File: src/hdl/rmcil_pkg.sv
// shared types and constants of the row match column interpolating lookup unit
package rmcil_pkg;

  localparam int VAL_W      = 32;
  localparam int AGE_W      = 8;
  localparam int ROWSLOT_W  = 7;
  localparam int COLSLOT_W  = 4;
  localparam int S_TDATA_W  = 56;
  localparam int S_TUSER_W  = 2;
  localparam int M_TDATA_W  = 32;
  localparam int M_TUSER_W  = 3;
  localparam int CFG_ADDR_W = 1;
  localparam int CFG_DATA_W = 8;
  localparam int ROWS_CFG_W = 8;
  localparam int COLS_CFG_W = 5;
  localparam int DIV_CNT_W  = 5;

  typedef enum logic [1:0] {
    OP_ROW_KEY    = 2'd0,
    OP_BREAKPOINT = 2'd1,
    OP_ENTRY      = 2'd2,
    OP_LOOKUP     = 2'd3
  } op_t;

  typedef enum logic [1:0] {
    STAT_OK     = 2'd0,
    STAT_EMPTY  = 2'd1,
    STAT_NO_AGE = 2'd2
  } stat_t;

  localparam logic [CFG_ADDR_W-1:0] REG_ROWS_IN_USE = 1'b0;
  localparam logic [CFG_ADDR_W-1:0] REG_COLS_IN_USE = 1'b1;

  typedef enum logic [3:0] {
    S_IDLE,
    S_START,
    S_ROW_RD,
    S_ROW_CHK,
    S_BP_RD,
    S_BP_CHK,
    S_SEL,
    S_Y1_RD,
    S_Y1_CAP,
    S_Y2_RD,
    S_Y2_CAP,
    S_PREP,
    S_MUL,
    S_DIV,
    S_FIN
  } state_t;

  typedef struct packed {
    logic write;
    logic capture;
    logic start;
    logic row_chk;
    logic bp_chk;
    logic sel;
    logic y1_cap;
    logic y2_cap;
    logic prep;
    logic mul;
    logic div_step;
    logic out_load;
  } cmd_t;

  typedef struct packed {
    logic empty;
    logic row_match;
    logic row_last;
    logic bp_last;
    logic direct;
    logic div_done;
    logic out_free;
  } sts_t;

endpackage

File: src/hdl/rmcil_ctrl.sv
// lookup sequencer state machine
module rmcil_ctrl (
  input  logic               clk,
  input  logic               rst,
  input  logic               in_fire,
  input  logic [1:0]         in_op,
  input  rmcil_pkg::sts_t    sts,
  output rmcil_pkg::cmd_t    cmd,
  output logic               ready
);

  rmcil_pkg::state_t state, state_next;

  always_ff @(posedge clk) begin
    if (rst) begin
      state <= rmcil_pkg::S_IDLE;
    end else begin
      state <= state_next;
    end
  end

  always_comb begin
    state_next = state;
    cmd        = '0;
    ready      = 1'b0;
    unique case (state)
      rmcil_pkg::S_IDLE: begin
        ready = 1'b1;
        if (in_fire) begin
          if (in_op == rmcil_pkg::OP_LOOKUP) begin
            cmd.capture = 1'b1;
            state_next  = rmcil_pkg::S_START;
          end else begin
            cmd.write = 1'b1;
          end
        end
      end
      rmcil_pkg::S_START: begin
        cmd.start  = 1'b1;
        state_next = sts.empty ? rmcil_pkg::S_FIN : rmcil_pkg::S_ROW_RD;
      end
      rmcil_pkg::S_ROW_RD: state_next = rmcil_pkg::S_ROW_CHK;
      rmcil_pkg::S_ROW_CHK: begin
        cmd.row_chk = 1'b1;
        if (sts.row_match)     state_next = rmcil_pkg::S_BP_RD;
        else if (sts.row_last) state_next = rmcil_pkg::S_FIN;
        else                   state_next = rmcil_pkg::S_ROW_RD;
      end
      rmcil_pkg::S_BP_RD: state_next = rmcil_pkg::S_BP_CHK;
      rmcil_pkg::S_BP_CHK: begin
        cmd.bp_chk = 1'b1;
        state_next = sts.bp_last ? rmcil_pkg::S_SEL : rmcil_pkg::S_BP_RD;
      end
      rmcil_pkg::S_SEL: begin
        cmd.sel    = 1'b1;
        state_next = rmcil_pkg::S_Y1_RD;
      end
      rmcil_pkg::S_Y1_RD: state_next = rmcil_pkg::S_Y1_CAP;
      rmcil_pkg::S_Y1_CAP: begin
        cmd.y1_cap = 1'b1;
        state_next = sts.direct ? rmcil_pkg::S_FIN : rmcil_pkg::S_Y2_RD;
      end
      rmcil_pkg::S_Y2_RD: state_next = rmcil_pkg::S_Y2_CAP;
      rmcil_pkg::S_Y2_CAP: begin
        cmd.y2_cap = 1'b1;
        state_next = rmcil_pkg::S_PREP;
      end
      rmcil_pkg::S_PREP: begin
        cmd.prep   = 1'b1;
        state_next = rmcil_pkg::S_MUL;
      end
      rmcil_pkg::S_MUL: begin
        cmd.mul    = 1'b1;
        state_next = rmcil_pkg::S_DIV;
      end
      rmcil_pkg::S_DIV: begin
        cmd.div_step = 1'b1;
        if (sts.div_done) state_next = rmcil_pkg::S_FIN;
      end
      rmcil_pkg::S_FIN: begin
        if (sts.out_free) begin
          cmd.out_load = 1'b1;
          state_next   = rmcil_pkg::S_IDLE;
        end
      end
      default: state_next = rmcil_pkg::S_IDLE;
    endcase
  end

endmodule

File: config.mk
export PLATFORM = sky130hd
export DESIGN_NAME = rmcil_ctrl
export DESIGN_NICKNAME = d
export VERILOG_FILES = /design/src/hdl/rmcil_pkg.sv /design/src/hdl/rmcil_ctrl.sv
export SDC_FILE = /design/constraint.sdc
export NUM_CORES = 1
export LEC_CHECK = 0
export BUFFER_PORTS_ARGS = -buffer_cell sky130_fd_sc_hd__buf_2
export CAP_MARGIN = 20
export CELL_PAD_IN_SITES_DETAIL_PLACEMENT = 1
export CELL_PAD_IN_SITES_GLOBAL_PLACEMENT = 1
export CORE_UTILIZATION = 27
export CTS_BUF_LIST = sky130_fd_sc_hd__clkbuf_4 sky130_fd_sc_hd__clkbuf_8 sky130_fd_sc_hd__clkbuf_16
export DETAILED_ROUTE_END_ITERATION = 6
export PLACE_DENSITY = 0.79
export SYNTH_ARGS = -nofsm -noshare
export SYNTH_HDL_FRONTEND = slang
export SYNTH_SLANG_ARGS = --single-unit
File: constraint.sdc
create_clock -name clk -period 1.2 [get_ports clk]
set_input_delay 0.24 -clock clk [delete_from_list [all_inputs] [get_ports clk]]
set_output_delay 0.24 -clock clk [all_outputs]
set_load 0.05 [all_outputs]
* Yosys cells after proc, flatten, opt, wreduce, memory -nomap -nowiden *
Cells that the tools add are included.

word-level totals
  flip-flop bits (word level) = 4
  latch bits = 0
  RAM bits = 0
  memory bits (read-only) = 0
  output and inout port bits = 13
  memories = 0

cells by class
  add/subtract/negate cells = 0
  multiply operators = 0
  divide/modulo/power cells = 0
  order comparisons = 0
  equal/unequal tests = 19
  shifts and indexed selects = 0
  multiplexer cells = 26
  bitwise operators = 0
  reduce and logical (&&, ||, !) cells = 2

operators by type and width
  kind                number
  $pmux 4 s15         1
  $eq 4x4->1 const B  7
  $mux 4              7
  $eq 4x3->1 const B  4
  $mux 1              14
  $eq 4x2->1 const B  2
  $ne 2x2->1 const B  4
  $mux 2              3
  $eq 4x1->1 const B  1
  $logic_not 4->1     1
  $reduce_and 4->1    1
  $mux 3              1
  $eq 2x2->1 const B  1

* Depth between registers and ports, before layout *
  depth in word-level cells = 4
  mapped depth = 5
  mapped depth without buffers = 4

* Worst setup path after synthesis *
No wires, ideal clock.

  path type = register to output
  from = register state[2]
  to = output port cmd[0] in the netlist's numbering
  data arrival time = 1783 ps
  data required time = 960 ps
  slack = -823 ps
  cell stages (with the launch flop) = 4
  cells stage by stage = dfxtp_1 > buf_6 > nand2_1 > nor3_1

RTL lines
  element                 line              RTL
  start, declared         rmcil_ctrl.sv:12  rmcil_pkg::state_t state, state_next;
  start signal, assigned  rmcil_ctrl.sv:16  state <= rmcil_pkg::S_IDLE;
  start signal, assigned  rmcil_ctrl.sv:18  state <= state_next;
  end, declared           rmcil_ctrl.sv:8   output rmcil_pkg::cmd_t cmd,

==> impl_metrics.csv <==
group,metric,value,unit
run_status,status,"finished with violations",
run_status,violations,"negative setup slack",
synth,synth_flop_cell,"dfxtp_1",
sta,setup_viol,16,
synth,synth_top_family_by_area,"simple AND/OR/NAND/NOR gates",
critical_path,endpoint_kind,"output pin",
drt,wl_per_cell,16.83,um
sta,relSlewSlack,81.99,%
critical_path,cp-start-kind,"flip-flop",
synth,synthSimpleGateAreaFrac,48.16,%
drt,drt_iter0_markers,18,
layout,diodes,0,
critical_path,cp.arrival,1.35,ns
sta,holdWs,0.2432,ns
drt,vias,666,
synth,postSynthAreaPerCell,8.348,um2
sta,worst_slew_pin_slew,0.2701,ns
min_path,holdPathStages,2,
die,die_area,2064,um2
sta,rsz0062_at_grt,"yes",
sta,fin_crit,1.591,ns
die,fp-row-count,15,
critical_path,cp.required,0.96,ns
synth,synth_compound_area_share,25.06,%
layout,largest_reg_flops,4,
min_path,min_path_type,"input pin to flip-flop",
sta,fin_crit_sh,132.6,%
clock_tree,clockRootBuffer,"clkbuf_4",
drt,drt-pass1-iter-count,2,
sta,maxSlewViolCount,0,
clock_tree,htree_levels,1,
synth,syn_inst,61,
flow_run,cap_violations,0,
place,place_congestion,0.8243,
layout,top_register,"state",
pwr,power_leakage,0.0004627,uW
layout,reg.largest.list,"state (4)",
synth,synth_warnings,0,
critical_path,path_class,"flip-flop to output pin",
clock_tree,cts_tree,"done",
global_routing,grt_pass1_wl,3512,um
synth,synthArstFlopShare,0,%
clock_tree,numClockSinks,4,
synth,synthMuxAreaShare,1.966,%
synth,ys_top_cells_by_count,"nor2_1 (7), nor3_1 (7), nand2b_1 (6)",
die,ios,25,
synth,yosys.area_share.xor_xnor,0,%
drt,postRouteAntennaNets,0,
synth,synthDistinctLibCells,31,
synth,synth-seq-cells,4,
die,core,1745,um2
clock_tree,clkLatencyLatePin,0.23,ns
drt,drt-vias-per-instance,5.045,
global_routing,grt_pass1_vias,702,
synth,yosysTopAreaCellShare,15.72,%
global_routing,antenna_found_initial,0,
synth,syn_nets,73,
place,place_ws,-0.2869,ns
sta,fmax,628.5,MHz
pwr,p_per_area,1301,nW/um2
global_routing,gr-usage-all-layers,24.61,%
synth,synthTopCellsByArea,"dfxtp_1 (16%), nand2b_1 (7.4%), nor3_1 (6.9%), o2bb2ai_4 (5.4%), nor2_1 (5.2%)",
clock_tree,clkTransAtPathRegs,0.04,ns
die,initial_core_util,29.18,%
global_routing,grt_max_degree,13,
sta,hold_violations,0,
clock_tree,cts_buffers,3,
synth,syn_area,509.2,um2
synth,synth_edf_count,0,
synth,ys_seq_area_share,15.72,%
global_routing,gr-total-overflow,0,
sta,clock_skew,0.002601,ns
layout,nNetsFinal,121,
drt,wirelength,2221,um
sta,fin_ws,-0.3911,ns
place,dp_hpwl,1420,um
synth,synth_fa_ha_area_share,0,%
clock_tree,cts.path.max_buffers,2,
die,die_h,45.43,um
drt,drt_drc_violations_left,0,
die,die_w,45.43,um
critical_path,cp_max_fo,2,
place,io_buffers,24,
layout,synthToLayoutAreaGrowth,123.1,%
pwr,vdd_drop_max,0.001186,V
critical_path,r2r_cells,6,
layout,drive_gt1_share,81.31,%
synth,synth_top_area_cell,"dfxtp_1",
-- worst max-delay path: stages, from the launching register on --
cell,delay (ns)
dfxtp_2,0.33
nor4_4,0.29
buf_4,0.15
and4_4,0.20
buf_8,0.14
-- through the flow --
stage	instances	area (um2)	setup TNS (ns)	total power, uW	utilization [%]
2_1_floorplan	61	624.3	-3.777	768.5	-
3_3_place_gp	121	853.3	-2.978	936.4	48.89
3_5_place_dp	121	853.3	-3.477	966.3	48.89
4_1_cts	129	1100	-4.081	1394	63.01
5_1_grt	132	1136	-5.223	1555	65.09
6_report	132	1136	-4.262	1479	65.09
-- report_power, final --
group | internal, uW | switching [uW] | leakage (uW) | total [uW]
clock network | 112 | 52.4 | 0.0000138 | 164
logic | 538 | 581 | 0.000414 | 1120
registers | 162 | 33.9 | 0.0000353 | 196
total | 811 | 667 | 0.000463 | 1480
-- area by class of cell --
cell class              instances  area (um2)
multi-input cells              50       553.0
flip-flops and latches          4       92.59
well taps                      25       31.28
clock buffers                   3       22.52
inverters                       3       17.52
fillers                       197       609.3
repair buffers                 47       419.2
-- kinds of logic (layout without fill, tap and decap cells) --
group                  after synthesis  after routing
buffers and inverters                7             53
AO/OA/AOI/OAI                       13             13
flip-flops                           4              4
multiplexers                         1              1
AND/OR/NAND/NOR                     36             36
-- routing by layer --
metal / share of wire, % / vias to the layer above / GRT usage (%) / wire length, um
met3: 2.1 / 6 / 3.175 / 47
met4: 2.9 / 0 / 10.91 / 65
li1: - / 320 / - / -
met1: 42 / 327 / 30.02 / 923
met2: 53 / 13 / 42.57 / 1185
met5: 0 / - / 0 / 0
-- what timing repair did --
action	4_1_cts	5_1_grt
endpoints found under the setup margin	17	17
setup buffers	5	3
pin swaps	9	6
gates resized for setup	54	4
hold buffers	0	0
cloned	0	0
-- cells in the final DEF, fill, tap and decap left out, types with 2 or more instances in the layout --
cell type,instances
clkbuf_4,3
nand2b_1,2
buf_2,11
nand2b_4,4
nor3_2,2
buf_8,7
o21ai_1,2
nor3_4,5
dfxtp_4,3
a21oi_1,2
nand3b_1,2
buf_4,18
nor2_4,6
nor3b_2,2
buf_6,11
-- path summary, 6_finish.rpt --
path / slack [ns] / end / startpoint
setup / recovery: -0.39 / cmd[10] / state[2]
hold / removal: 0.24 / state[3] / rst
setup reg to reg: -0.23 / state[3] / state[2]
hold reg to reg: 0.64 / state[0] / state[0]
Power figures use the tool's default switching activity.
